===== src/rtl/core/assert_macros.svh =====
// Assertion helpers shared by the core RTL.
// Each macro samples on the rising edge of clk and is disabled while rst_n is low.
`ifndef ASSERT_MACROS_SVH
`define ASSERT_MACROS_SVH
`ifndef SYNTHESIS
// The consequent must hold in the same cycle as the antecedent.
`define ASSERT_NOW(label, ante, cons) \
  label: assert property (@(posedge clk) disable iff (!rst_n) (ante) |-> (cons)) \
    else $error("assertion failed");
// The consequent must hold in the cycle after the antecedent.
`define ASSERT_NEXT(label, ante, cons) \
  label: assert property (@(posedge clk) disable iff (!rst_n) (ante) |=> (cons)) \
    else $error("assertion failed");
`else
`define ASSERT_NOW(label, ante, cons)
`define ASSERT_NEXT(label, ante, cons)
`endif
`endif


===== src/rtl/core/cld_pkg.sv =====
package cld_pkg;

  // Field widths.
  localparam int COORD_BITS     = 16;
  localparam int ANGLE_BITS     = 32;
  localparam int RADIUS_BITS    = 16;
  localparam int CFG_DATA_BITS  = 16;
  localparam int CFG_INDEX_BITS = 3;

  // Internal widths: coordinate difference, its magnitude, cable length,
  // square root radicand and partial remainder.
  localparam int DIFF_BITS = COORD_BITS + 2;
  localparam int MAG_BITS  = COORD_BITS + 1;
  localparam int LEN_BITS  = COORD_BITS + 2;
  localparam int RAD_BITS  = 2 * LEN_BITS;
  localparam int REM_BITS  = LEN_BITS + 2;

  // Angle scale factor and the bits it adds to a length difference.
  localparam int ANGLE_SCALE = 100;
  localparam int SCALE_BITS  = 7;

  // Register reset values.
  localparam logic signed [COORD_BITS-1:0] LEFT_X_RESET  = 16'sd3040;
  localparam logic signed [COORD_BITS-1:0] LEFT_Y_RESET  = 16'sd2560;
  localparam logic signed [COORD_BITS-1:0] RIGHT_X_RESET = -16'sd3040;
  localparam logic signed [COORD_BITS-1:0] RIGHT_Y_RESET = 16'sd2560;
  localparam logic [RADIUS_BITS-1:0]       RADIUS_RESET  = 16'd320;

  // Configuration register indexes.
  typedef enum logic [CFG_INDEX_BITS-1:0] {
    CFG_LEFT_X,
    CFG_LEFT_Y,
    CFG_RIGHT_X,
    CFG_RIGHT_Y,
    CFG_RADIUS
  } cfg_reg_t;

  // One trajectory point request.
  typedef struct packed {
    logic signed [COORD_BITS-1:0] point_x;
    logic signed [COORD_BITS-1:0] point_y;
    logic                         first_point;
  } in_item_t;

  // One pair of motor angle steps.
  typedef struct packed {
    logic signed [ANGLE_BITS-1:0] left_angle;
    logic signed [ANGLE_BITS-1:0] right_angle;
    logic                         saturated;
  } out_item_t;

  // Phase strobes from the sequencer to each cable lane.
  typedef struct packed {
    logic load;
    logic sq_step;
    logic root_step;
    logic delta;
    logic scale;
    logic div_step;
  } lane_ctrl_t;

  // Width of the rounding division numerator 2*m + r.
  function automatic int num_bits(int frac_bits);
    return LEN_BITS + SCALE_BITS + frac_bits + 2;
  endfunction

  // The divider retires two quotient bits per cycle.
  function automatic int div_cycles(int frac_bits);
    return (num_bits(frac_bits) + 1) >> 1;
  endfunction

  // Sign-extend a coordinate to the difference width.
  function automatic logic signed [DIFF_BITS-1:0] sext_coord(logic [COORD_BITS-1:0] v);
    return {{(DIFF_BITS - COORD_BITS){v[COORD_BITS-1]}}, v};
  endfunction

endpackage


===== src/rtl/core/cld_lane.sv =====
`include "assert_macros.svh"

module cld_lane #(
  parameter int ANGLE_FRACTION_BITS = 8
) (
  input  logic                                    clk,
  input  logic                                    rst_n,
  input  cld_pkg::lane_ctrl_t                     ctrl,
  input  logic                                    flip,
  input  logic signed [cld_pkg::DIFF_BITS-1:0]    dx,
  input  logic signed [cld_pkg::DIFF_BITS-1:0]    dy,
  input  logic [cld_pkg::RADIUS_BITS-1:0]         radius,
  output logic signed [cld_pkg::ANGLE_BITS-1:0]   angle,
  output logic                                    sat
);

  localparam int MAG_BITS   = cld_pkg::MAG_BITS;
  localparam int LEN_BITS   = cld_pkg::LEN_BITS;
  localparam int RAD_BITS   = cld_pkg::RAD_BITS;
  localparam int REM_BITS   = cld_pkg::REM_BITS;
  localparam int SH_BITS    = REM_BITS + 2;
  localparam int ANGLE_BITS = cld_pkg::ANGLE_BITS;
  localparam int M_BITS     = LEN_BITS + cld_pkg::SCALE_BITS + ANGLE_FRACTION_BITS;
  localparam int NUM_PAD    = 2 * cld_pkg::div_cycles(ANGLE_FRACTION_BITS);
  localparam int DIV_BITS   = cld_pkg::RADIUS_BITS + 1;
  localparam int WIDE_BITS  = (NUM_PAD > ANGLE_BITS) ? NUM_PAD : ANGLE_BITS + 1;
  localparam logic [WIDE_BITS-1:0] POS_MAX = WIDE_BITS'((64'd1 << (ANGLE_BITS - 1)) - 64'd1);
  localparam logic [WIDE_BITS-1:0] NEG_MAX = WIDE_BITS'(64'd1 << (ANGLE_BITS - 1));

  logic [MAG_BITS-1:0] ax_r, ay_r, sx_r, sy_r;
  logic [RAD_BITS-1:0] acc_r, sq_nxt;
  logic [REM_BITS-1:0] rem_r, rem_nxt;
  logic [LEN_BITS-1:0] root_r, root_nxt, prev_r, dmag_r, dmag_nxt;
  logic                neg_r, neg_nxt;
  logic [NUM_PAD-1:0]  num_r, num_nxt, div_num_nxt, num_v;
  logic [DIV_BITS-1:0] drem_r, div_rem_nxt, drem_v, dvs;
  logic [DIV_BITS:0]   t_v;
  logic [SH_BITS-1:0]  rem_sh, trial;
  logic                root_fit;
  logic [LEN_BITS:0]   diff;
  logic [M_BITS-1:0]   m_w;
  logic [MAG_BITS-1:0] dx_mag, dy_mag;
  logic [WIDE_BITS-1:0] q_wide, q_clamp;
  logic                sat_pos, sat_neg;

  // Magnitudes of the coordinate differences.
  assign dx_mag = dx[cld_pkg::DIFF_BITS-1] ? MAG_BITS'(-dx) : MAG_BITS'(dx);
  assign dy_mag = dy[cld_pkg::DIFF_BITS-1] ? MAG_BITS'(-dy) : MAG_BITS'(dy);

  // Both squares accumulate MSB first, one multiplier bit of each per cycle.
  assign sq_nxt = (acc_r << 1)
                + (sx_r[MAG_BITS-1] ? RAD_BITS'(ax_r) : '0)
                + (sy_r[MAG_BITS-1] ? RAD_BITS'(ay_r) : '0);

  // Square root: bring down two radicand bits and try the next root bit.
  assign rem_sh   = {rem_r, acc_r[RAD_BITS-1 -: 2]};
  assign trial    = SH_BITS'({root_r, 2'b01});
  assign root_fit = rem_sh >= trial;
  assign rem_nxt  = root_fit ? REM_BITS'(rem_sh - trial) : REM_BITS'(rem_sh);
  assign root_nxt = {root_r[LEN_BITS-2:0], root_fit};

  // Length change against the previous point and the sign of the angle.
  assign diff     = {1'b0, root_r} - {1'b0, prev_r};
  assign dmag_nxt = diff[LEN_BITS] ? LEN_BITS'(-diff) : LEN_BITS'(diff);
  assign neg_nxt  = flip ? (!diff[LEN_BITS] && diff != '0) : diff[LEN_BITS];

  // Rounding numerator 2*m + r, with m = |dl| * 100 scaled by the fraction bits.
  assign m_w     = (M_BITS'(dmag_r) * M_BITS'(cld_pkg::ANGLE_SCALE)) << ANGLE_FRACTION_BITS;
  assign num_nxt = NUM_PAD'({m_w, 1'b0}) + NUM_PAD'(radius);

  // Restoring division by 2*r, two quotient bits per cycle.
  always_comb begin
    dvs    = {radius, 1'b0};
    drem_v = drem_r;
    num_v  = num_r;
    t_v    = '0;
    for (int k = 0; k < 2; k++) begin
      t_v   = {drem_v, num_v[NUM_PAD-1]};
      num_v = num_v << 1;
      if (t_v >= {1'b0, dvs}) begin
        drem_v   = DIV_BITS'(t_v - {1'b0, dvs});
        num_v[0] = 1'b1;
      end else begin
        drem_v = DIV_BITS'(t_v);
      end
    end
    div_rem_nxt = drem_v;
    div_num_nxt = num_v;
  end

  // Clamp the quotient and apply the sign.
  assign q_wide  = WIDE_BITS'(num_r);
  assign sat_pos = q_wide > POS_MAX;
  assign sat_neg = q_wide > NEG_MAX;
  assign sat     = neg_r ? sat_neg : sat_pos;
  assign q_clamp = neg_r ? (sat_neg ? NEG_MAX : q_wide) : (sat_pos ? POS_MAX : q_wide);
  assign angle   = neg_r ? -ANGLE_BITS'(q_clamp) : ANGLE_BITS'(q_clamp);

  // Datapath registers, advanced by the phase strobes.
  always_ff @(posedge clk) begin
    if (!rst_n) begin
      ax_r   <= '0;
      ay_r   <= '0;
      sx_r   <= '0;
      sy_r   <= '0;
      acc_r  <= '0;
      rem_r  <= '0;
      root_r <= '0;
      prev_r <= '0;
      dmag_r <= '0;
      neg_r  <= 1'b0;
      num_r  <= '0;
      drem_r <= '0;
    end else if (ctrl.load) begin
      ax_r   <= dx_mag;
      ay_r   <= dy_mag;
      sx_r   <= dx_mag;
      sy_r   <= dy_mag;
      acc_r  <= '0;
      rem_r  <= '0;
      root_r <= '0;
    end else if (ctrl.sq_step) begin
      acc_r <= sq_nxt;
      sx_r  <= sx_r << 1;
      sy_r  <= sy_r << 1;
    end else if (ctrl.root_step) begin
      acc_r  <= acc_r << 2;
      rem_r  <= rem_nxt;
      root_r <= root_nxt;
    end else if (ctrl.delta) begin
      dmag_r <= dmag_nxt;
      neg_r  <= neg_nxt;
      prev_r <= root_r;
    end else if (ctrl.scale) begin
      num_r  <= num_nxt;
      drem_r <= '0;
    end else if (ctrl.div_step) begin
      num_r  <= div_num_nxt;
      drem_r <= div_rem_nxt;
    end
  end

  // The square root remainder never exceeds twice the partial root.
  `ASSERT_NOW(a_root_rem_bound, ctrl.root_step, rem_r <= REM_BITS'({root_r, 1'b0}))
  // The division remainder stays below the divisor.
  `ASSERT_NOW(a_div_rem_bound, ctrl.div_step, drem_r < dvs)

endmodule


===== src/rtl/core/cable_length_to_angle_delta.sv =====
// Inverse kinematics for a two-cable plotter. Each point request (1/16 mm)
// gives the exact floor square root of the squared distance to each anchor
// (anchor register plus the trajectory origin), and turns the change since
// the previous point into angles -100*dL/r (left) and +100*dL/r (right),
// rounded to nearest with ties away from zero, with ANGLE_FRACTION_BITS
// fraction bits, clamped to 32 bits with saturated set. A point flagged
// first_point becomes the new origin, sets the previous lengths and gives
// zero angles. A radius of 0 acts as 1. Both cables are worked in parallel
// lanes; a point passes through bit-serial squaring, a square root that
// yields one root bit per cycle, the length change, scaling and a divider
// that retires two quotient bits per cycle, and the result is registered
// once the output register is free. The next point can be accepted in the
// cycle after the result is registered, while that result may still wait
// at the output.
`include "assert_macros.svh"

module cable_length_to_angle_delta #(
  parameter int ANGLE_FRACTION_BITS = 8
) (
  input  logic                                  clk,
  input  logic                                  rst_n,
  input  logic                                  in_valid,
  output logic                                  in_ready,
  input  cld_pkg::in_item_t                     in_data,
  output logic                                  out_valid,
  input  logic                                  out_ready,
  output cld_pkg::out_item_t                    out_data,
  input  logic                                  cfg_we,
  input  logic [cld_pkg::CFG_INDEX_BITS-1:0]    cfg_index,
  input  logic [cld_pkg::CFG_DATA_BITS-1:0]     cfg_data
);

  localparam int SQ_STEPS   = cld_pkg::MAG_BITS;
  localparam int ROOT_STEPS = cld_pkg::LEN_BITS;
  localparam int DIV_STEPS  = cld_pkg::div_cycles(ANGLE_FRACTION_BITS);
  localparam int MAX_A      = (SQ_STEPS > ROOT_STEPS) ? SQ_STEPS : ROOT_STEPS;
  localparam int MAX_STEPS  = (MAX_A > DIV_STEPS) ? MAX_A : DIV_STEPS;
  localparam int CNT_BITS   = $clog2(MAX_STEPS);
  localparam int COORD_BITS = cld_pkg::COORD_BITS;

  typedef enum logic [2:0] {
    S_IDLE,
    S_SQUARE,
    S_ROOT,
    S_DELTA,
    S_SCALE,
    S_DIVIDE,
    S_WRITE
  } state_t;

  state_t                           state_r;
  logic [CNT_BITS-1:0]              cnt_r;
  logic signed [COORD_BITS-1:0]     origin_x_r, origin_y_r;
  logic signed [COORD_BITS-1:0]     left_x_r, left_y_r, right_x_r, right_y_r;
  logic [cld_pkg::RADIUS_BITS-1:0]  radius_r, radius_eff;
  logic                             first_r;
  logic                             out_valid_r;
  cld_pkg::out_item_t               out_data_r;
  logic                             accept, out_free;
  logic signed [COORD_BITS-1:0]     org_x, org_y;
  logic signed [cld_pkg::DIFF_BITS-1:0] ldx, ldy, rdx, rdy;
  cld_pkg::lane_ctrl_t              ctrl;
  logic signed [cld_pkg::ANGLE_BITS-1:0] left_angle, right_angle;
  logic                             left_sat, right_sat;

  assign in_ready  = state_r == S_IDLE;
  assign accept    = in_valid && in_ready;
  assign out_valid = out_valid_r;
  assign out_data  = out_data_r;
  assign out_free  = !out_valid_r || out_ready;
  assign radius_eff = (radius_r == '0) ? cld_pkg::RADIUS_BITS'(1) : radius_r;

  // A first point is its own origin.
  assign org_x = in_data.first_point ? in_data.point_x : origin_x_r;
  assign org_y = in_data.first_point ? in_data.point_y : origin_y_r;

  // Offsets from each anchor.
  assign ldx = cld_pkg::sext_coord(in_data.point_x) - cld_pkg::sext_coord(org_x)
             - cld_pkg::sext_coord(left_x_r);
  assign ldy = cld_pkg::sext_coord(in_data.point_y) - cld_pkg::sext_coord(org_y)
             - cld_pkg::sext_coord(left_y_r);
  assign rdx = cld_pkg::sext_coord(in_data.point_x) - cld_pkg::sext_coord(org_x)
             - cld_pkg::sext_coord(right_x_r);
  assign rdy = cld_pkg::sext_coord(in_data.point_y) - cld_pkg::sext_coord(org_y)
             - cld_pkg::sext_coord(right_y_r);

  // Phase strobes for the lanes.
  always_comb begin
    ctrl           = '0;
    ctrl.load      = accept;
    ctrl.sq_step   = state_r == S_SQUARE;
    ctrl.root_step = state_r == S_ROOT;
    ctrl.delta     = state_r == S_DELTA;
    ctrl.scale     = state_r == S_SCALE;
    ctrl.div_step  = state_r == S_DIVIDE;
  end

  // The left angle carries the opposite sign of the length change.
  cld_lane #(
    .ANGLE_FRACTION_BITS(ANGLE_FRACTION_BITS)
  ) u_left (
    .clk    (clk),
    .rst_n  (rst_n),
    .ctrl   (ctrl),
    .flip   (1'b1),
    .dx     (ldx),
    .dy     (ldy),
    .radius (radius_eff),
    .angle  (left_angle),
    .sat    (left_sat)
  );

  cld_lane #(
    .ANGLE_FRACTION_BITS(ANGLE_FRACTION_BITS)
  ) u_right (
    .clk    (clk),
    .rst_n  (rst_n),
    .ctrl   (ctrl),
    .flip   (1'b0),
    .dx     (rdx),
    .dy     (rdy),
    .radius (radius_eff),
    .angle  (right_angle),
    .sat    (right_sat)
  );

  // Configuration registers; writes to unknown indexes are dropped.
  always_ff @(posedge clk) begin
    if (!rst_n) begin
      left_x_r  <= cld_pkg::LEFT_X_RESET;
      left_y_r  <= cld_pkg::LEFT_Y_RESET;
      right_x_r <= cld_pkg::RIGHT_X_RESET;
      right_y_r <= cld_pkg::RIGHT_Y_RESET;
      radius_r  <= cld_pkg::RADIUS_RESET;
    end else if (cfg_we) begin
      case (cld_pkg::cfg_reg_t'(cfg_index))
        cld_pkg::CFG_LEFT_X:  left_x_r  <= cfg_data;
        cld_pkg::CFG_LEFT_Y:  left_y_r  <= cfg_data;
        cld_pkg::CFG_RIGHT_X: right_x_r <= cfg_data;
        cld_pkg::CFG_RIGHT_Y: right_y_r <= cfg_data;
        cld_pkg::CFG_RADIUS:  radius_r  <= cfg_data;
        default: ;
      endcase
    end
  end

  // Sequencer, trajectory origin and the result register.
  always_ff @(posedge clk) begin
    if (!rst_n) begin
      state_r     <= S_IDLE;
      cnt_r       <= '0;
      origin_x_r  <= '0;
      origin_y_r  <= '0;
      first_r     <= 1'b0;
      out_valid_r <= 1'b0;
      out_data_r  <= '0;
    end else begin
      // A result taken while a new one is written is replaced below.
      if (out_valid_r && out_ready && state_r != S_WRITE) begin
        out_valid_r <= 1'b0;
      end
      case (state_r)
        S_IDLE: begin
          if (accept) begin
            first_r <= in_data.first_point;
            if (in_data.first_point) begin
              origin_x_r <= in_data.point_x;
              origin_y_r <= in_data.point_y;
            end
            cnt_r   <= CNT_BITS'(SQ_STEPS - 1);
            state_r <= S_SQUARE;
          end
        end
        S_SQUARE: begin
          if (cnt_r == '0) begin
            cnt_r   <= CNT_BITS'(ROOT_STEPS - 1);
            state_r <= S_ROOT;
          end else begin
            cnt_r <= cnt_r - 1'b1;
          end
        end
        S_ROOT: begin
          if (cnt_r == '0) begin
            state_r <= S_DELTA;
          end else begin
            cnt_r <= cnt_r - 1'b1;
          end
        end
        S_DELTA: begin
          state_r <= S_SCALE;
        end
        S_SCALE: begin
          cnt_r   <= CNT_BITS'(DIV_STEPS - 1);
          state_r <= S_DIVIDE;
        end
        S_DIVIDE: begin
          if (cnt_r == '0) begin
            state_r <= S_WRITE;
          end else begin
            cnt_r <= cnt_r - 1'b1;
          end
        end
        S_WRITE: begin
          if (out_free) begin
            out_valid_r <= 1'b1;
            if (first_r) begin
              out_data_r <= '0;
            end else begin
              out_data_r.left_angle  <= left_angle;
              out_data_r.right_angle <= right_angle;
              out_data_r.saturated   <= left_sat || right_sat;
            end
            state_r <= S_IDLE;
          end
        end
        default: begin
          state_r <= S_IDLE;
        end
      endcase
    end
  end

  // A new request always starts a full squaring pass.
  `ASSERT_NEXT(a_accept_starts, accept, state_r == S_SQUARE && cnt_r == CNT_BITS'(SQ_STEPS - 1))
  // The divider is not left before its last step.
  `ASSERT_NEXT(a_divide_length, state_r == S_DIVIDE && cnt_r != '0, state_r == S_DIVIDE)
  // A first point always reports zero angles without saturation.
  `ASSERT_NEXT(a_first_zero, state_r == S_WRITE && out_free && first_r, out_valid_r && out_data_r.left_angle == '0 && out_data_r.right_angle == '0 && !out_data_r.saturated)

endmodule

===== config.mk =====
export PLATFORM = sky130hd
export DESIGN_NAME = cable_length_to_angle_delta
export DESIGN_NICKNAME = d
export VERILOG_FILES = /design/src/rtl/core/cld_pkg.sv /design/src/rtl/core/cld_lane.sv /design/src/rtl/core/cable_length_to_angle_delta.sv
export VERILOG_INCLUDE_DIRS = /design/src /design/src/rtl/core
export SDC_FILE = /design/constraint.sdc
export NUM_CORES = 2
export LEC_CHECK = 0
export ABC_CLOCK_PERIOD_IN_PS = 7600
export BUFFER_PORTS_ARGS = -buffer_cell sky130_fd_sc_hd__buf_2
export CORE_MARGIN = 2
export CORE_UTILIZATION = 59
export DETAILED_ROUTE_END_ITERATION = 8
export GPL_TIMING_DRIVEN = 0
export PLACE_DENSITY = 0.76
export SYNTH_ARGS = -nofsm -noshare
export SYNTH_HDL_FRONTEND = slang
export SYNTH_HIERARCHICAL = 1
export SYNTH_SLANG_ARGS = --single-unit

===== constraint.sdc =====
create_clock -name clk -period 7.6 [get_ports clk]
set_input_delay 1.52 -clock clk [delete_from_list [all_inputs] [get_ports clk]]
set_output_delay 1.52 -clock clk [all_outputs]
set_load 0.005 [all_outputs]

Word level (Yosys, flattened, before mapping):

Index checks and enable logic that the tools add are counted.

* bits of input ports: 57
* register bits: 651
* logic and storage cells: 199

* mux-type cells: 67
* $add $sub $neg: 29
* equal/unequal tests: 17
* bitwise operators: 5
* $mul: 2
* order comparisons: 10
* reductions and logical operators: 31

Operators with widths (count)
* $mux W17: 24
* $mux W36: 8
* $mux W32: 8
* $add A36 B36 Y36: 4
* $ge A18 B17 Y1: 4
* $gt A36 B31 Y1 const B: 2
* $gt A36 B32 Y1 const B: 2
* $sub A17 B16 Y18: 4
* $add A34 B16 Y35: 2
* $neg A17 Y17: 4
* $sub A17 B17 Y17: 4
* $mux W65: 1
* $neg A32 Y32: 2
* $mux W16: 3
* $mul A18 B5 Y23 const B: 2
* $ge A22 B20 Y1: 2
* $mux W20: 2
* $sub A20 B20 Y20: 2
* $sub A18 B18 Y19: 2
* $mux W18: 2
* $neg A18 Y18: 2
* $sub A16 B16 Y17: 2
* $pmux W3 S7: 1
* $pmux W5 S4: 1
* other kinds (25): 71

Logic depth before layout (Yosys ltp):

* word-level depth: 8
* mapped depth: 25
* gate-level depth less buffers: 23

Hierarchy:

The synthesis kept the hierarchy.

By module, submodules not included
* cld_lane at u_left: times used 1, area each 18881.9 sq um, cells each 2392
* cld_lane at u_right: times used 1, area each 18845.6 sq um, cells each 2420
* cable_length_to_angle_delta: times used 1, area each 12703.4 sq um, cells each 1561

Worst setup path before layout:

OpenSTA, ideal clock, no wires.

* path type: input to register
* start: in in_data[0] in the netlist's numbering
* end: reg u_right.ax_r[14]
* data arrival time: 6.145 ns
* setup slack: 1.341 ns
* stages on the path: 22
* setup time: 0.115 ns
* data required time: 7.485 ns
* cell sequence: clkbuf_1 buf_2 mux2i_1 inv_1 fa_1 nand2b_1 nand2b_1 a21oi_1 xnor2_1 ha_1 a21oi_1 o22ai_1 o41a_1 a21o_1 a21oi_2 xnor2_1 or4_1 or3_1 o31ai_1 xor2_1 a21oi_1 o21a_1

* longest elaborated chain between the ends: 5

RTL lines
* start: declaration: RTL line cable_length_to_angle_delta.sv:24 `input cld_pkg::in_item_t in_data,`
* $mux W16
* named net org_x[1]: RTL line cable_length_to_angle_delta.sv:60 `logic signed [COORD_BITS-1:0] org_x, org_y;`
* $sub A16 B16 Y17: RTL line cable_length_to_angle_delta.sv:82 `assign rdx = cld_pkg::sext_coord(in_data.point_x) - cld_pkg::sext_coord(org_x)`
* $sub A17 B16 Y18: RTL line cable_length_to_angle_delta.sv:83 `- cld_pkg::sext_coord(right_x_r);`
* named net rdx, one bit: RTL line cable_length_to_angle_delta.sv:61 `logic signed [cld_pkg::DIFF_BITS-1:0] ldx, ldy, rdx, rdy;`
* $neg A17 Y17: RTL line cld_lane.sv:47 `assign dx_mag = dx[cld_pkg::DIFF_BITS-1] ? MAG_BITS'(-dx) : MAG_BITS'(dx);`
* $mux W17: RTL line cld_lane.sv:47
* end signal: assignment: RTL line cld_lane.sv:115 `ax_r <= dx_mag;`
* end: declaration: RTL line cld_lane.sv:30 `logic [MAG_BITS-1:0] ax_r, ay_r, sx_r, sy_r;`

The timed path passes the listed nets, and every way through them passes these cells.
A chain may end at the register's enable or synchronous reset.

Final worst setup path:

* start: in in_data[0] in the netlist's numbering
* end: reg u_left.sx_r[3]

RTL lines
* $mux W16
* named net org_x[1]: RTL line cable_length_to_angle_delta.sv:60
* $sub A16 B16 Y17: RTL line cable_length_to_angle_delta.sv:78 `assign ldx = cld_pkg::sext_coord(in_data.point_x) - cld_pkg::sext_coord(org_x)`
* $sub A17 B16 Y18: RTL line cable_length_to_angle_delta.sv:79 `- cld_pkg::sext_coord(left_x_r);`
* named net ldx, one bit: RTL line cable_length_to_angle_delta.sv:61
* $mux W17: RTL line cld_lane.sv:47
* $mux W17: RTL line cld_lane.sv:114 `end else if (ctrl.load) begin`
* end signal: assignment: RTL line cld_lane.sv:117 `sx_r <= dx_mag;`
* end signal: assignment: RTL line cld_lane.sv:124 `sx_r <= sx_r << 1;`
* end: declaration: RTL line cld_lane.sv:30

The timed path passes the listed nets, and every way through them passes these cells.

==> flow_metrics.tcl <==
set metrics [dict create \
    wirelength_um 148000 \
    clkTransAtPathRegs_ns 0.06 \
    max_cap_viol_count 0 \
    tritoncts "built" \
    cts-root-buf "clkbuf_16" \
    critPathMaxFanout 10 \
    setup_viol 0 \
    vias 47352 \
    drcViolationCount 0 \
    synth_seq_cells 651 \
    max_freq_mhz 142 \
    multi_input_area_sq_um 34400 \
    drt-pass1-iter-count 5 \
    status "complete, no violations" \
    cts-resized-gates 0 \
    ys_warn_count 6 \
    numCtsBuffers 77 \
    ys_seq_area_share_pct 25.8 \
    worstPathArrival_ns 7.61 \
    die_x_um 296 \
    clkSinkCount 651 \
    grt_max_degree 22 \
    tightest_slew_ns 1.18 \
    antenna_left 0 \
    period_needed_ns 7.04 \
    yosys.cell_types.count 118 \
    hpwlAfterDp_um 114000 \
    start_util_pct 59.4 \
    wire_per_inst_um 19.1 \
    p_leak_nw 22.6 \
    synthTopCellsByCount "651 x dfxtp_1, 638 x a21oi_1, 626 x nand2_1" \
    whs_ns 0.444 \
    antenna_found_initial 2 \
    yosysTopAreaCell "dfxtp_1" \
    overflow 0 \
    rsz0062_at_grt "no" \
    worstSetupEndpointType "flip-flop" \
    fin_crit_sh_pct 92.7 \
    synth_area_sq_um 50400 \
    grt_pass1_wl_um 234000 \
    slew_viol_final 0 \
    startpoint "in_data[0]" \
    synth_top_area_share_pct 25.8 \
    coreArea_sq_um 84900 \
    synth_area_per_cell_sq_um 7.91 \
    crit_required_ns 8.17 \
    setup_tns_ns 0 \
    grt_pass1_vias 44467 \
    cts_post_setup_buffers_inserted 0 \
    cts_max_level 3 \
    hold_path_startpoint "u_left/ax_r[1]$_SDFFE_PN0P_" \
    regArea_sq_um 13000 \
    layout-drive-gt1-share_pct 7.15 \
    cts-hold-fix-buffers 0 \
    synth_area_leaders "dfxtp_1 26%, ha_1 10%, a21oi_1 6.3%" \
    fillCellCount 7538 \
    ctsLongestPathBuffers 3 \
    ir_drop_v 0.000240 \
    hold_class "flip-flop to flip-flop" \
    area_delta_synth_final_pct 8.97 \
    syn_inst 6373 \
    rows 107 \
    r2r_start "radius_r[1]$_SDFFE_PN0P_" \
    grt_usage_pct 32.9 \
    p_per_area_nw_per_um2 322 \
    finalHoldViolCount 0 \
    cp-start-kind "input pin" \
    synthFlopType "dfxtp_1" \
    relSlewSlack_pct 21.3 \
    nets 7120 \
    r2r_slack_ns 0.71 \
    yosysMostFrequentCell "dfxtp_1" \
    globalplace.congestion 0.965 \
    num_io_pins 124 \
    clock_skew_ns 0.0227 \
    crit_type "input pin to flip-flop" \
    finish.utilization_pct 64.7 \
    viasPerCell 6.09 \
    clkLatencyLatePin_ns 0.64 \
    async_flop_share_pct 0 \
    dr.first_iter.drc_count 3858 \
    dieArea_sq_um 87800 \
    die_h_um 296 \
    synth_edf_count 0 \
    port_buffers 121 \
]
==> layout by cell type, fill, tap and decap left out, types with 154 or more instances in the layout <==
cell	instances
inv_1	423
dfxtp_1	651
a211oi_1	168
nand2_1	626
xor2_1	182
nor2_1	417
o21a_1	154
a21oi_1	638
nor2b_1	160
buf_2	155
clkbuf_1	285
o21ai_0	290
xnor2_1	212
ha_1	414
==> final timing paths <==
kind,cells past startpoint,to
hold / removal,1,u_left/ax_r[1]$_SDFFE_PN0P_
setup / recovery,23,u_left/sx_r[3]$_SDFFE_PN0P_
hold reg to reg,1,u_left/ax_r[1]$_SDFFE_PN0P_
setup reg to reg,23,u_left/drem_r[11]$_SDFFE_PN0P_
==> worst max-delay path, stage by stage <==
cell and delay (ns):
clkbuf_1 0.42, buf_2 0.42, mux2i_1 0.33, inv_1 0.10, fa_1 0.43, nand2b_1 0.19
a21o_1 0.19, a311o_1 0.35, a21oi_1 0.18, o22ai_1 0.12, xnor2_1 0.54, ha_1 0.41
nand2_1 0.11, nor2_1 0.08, o211ai_2 0.10, o211ai_1 0.19, a2111oi_2 0.41, a21o_1 0.25
clkbuf_1 0.38, o31ai_1 0.20, xor2_1 0.20, a21oi_1 0.30, o21a_1 0.18
==> flip-flops by register name (all words and copies together), names as in the netlist, 18 cells and up <==
name            cells
u_right/acc_r      36
u_left/root_r      18
out_data           65
u_right/dmag_r     18
u_left/rem_r       20
u_right/root_r     18
u_right/num_r      36
u_left/prev_r      18
u_right/rem_r      20
u_left/num_r       36
u_left/acc_r       36
u_right/prev_r     18
u_left/dmag_r      18
==> cells by family after synthesis <==
logic type               synth area share (%)
AO/OA/AOI/OAI                            24.2
XOR/XNOR                                 6.84
adder cells (fa/ha/maj)                  13.2
buffers and inverters                    5.87
flip-flops                               25.8
multiplexers                             4.85
other                                  0.0149
AND/OR/NAND/NOR                          19.1
==> metrics by stage <==
step / power, mW / setup WS (ns) / cell area [sq um] / instances
4_1_cts: 17.6 / 0.590 / 55000 / 7774
2_1_floorplan: 11.7 / 1.34 / 50400 / 6375
3_5_place_dp: 13.8 / 0.0105 / 52500 / 7640
5_1_grt: 18.9 / 0.390 / 55000 / 7774
6_report: 17.7 / 0.558 / 55000 / 7775
3_3_place_gp: 13.7 / 0.0945 / 52500 / 7640
==> layer usage <==
metal,vias to the layer above,global-route usage (%),wire (um)
met5,-,0,13
met4,2,14.4,7010
met3,353,4.60,10600
met2,1622,53.1,66000
met1,22462,43.9,64900
li1,22913,-,-
==> where the power goes <==
part | internal (mW) | switching, mW | leakage, nW
Combinational | 3.83 | 5.76 | 16.1
Clock | 2.11 | 1.58 | 1.19
Sequential | 3.97 | 0.436 | 5.29
Total | 9.91 | 7.77 | 22.6
==> layout make-up <==
class / instances / area share, %
Tap cell: 1144 / 2.60
Timing Repair Buffer: 121 / 1.10
Multi-Input combinational cell: 4959 / 62.7
Clock buffer: 97 / 3.75
Sequential cell: 651 / 23.7
Antenna cell: 1 / 0.00455
Buffer: 341 / 2.49
Inverter: 424 / 2.90
Clock inverter: 37 / 0.754
No activity file was read; power rests on OpenSTA's default activity.
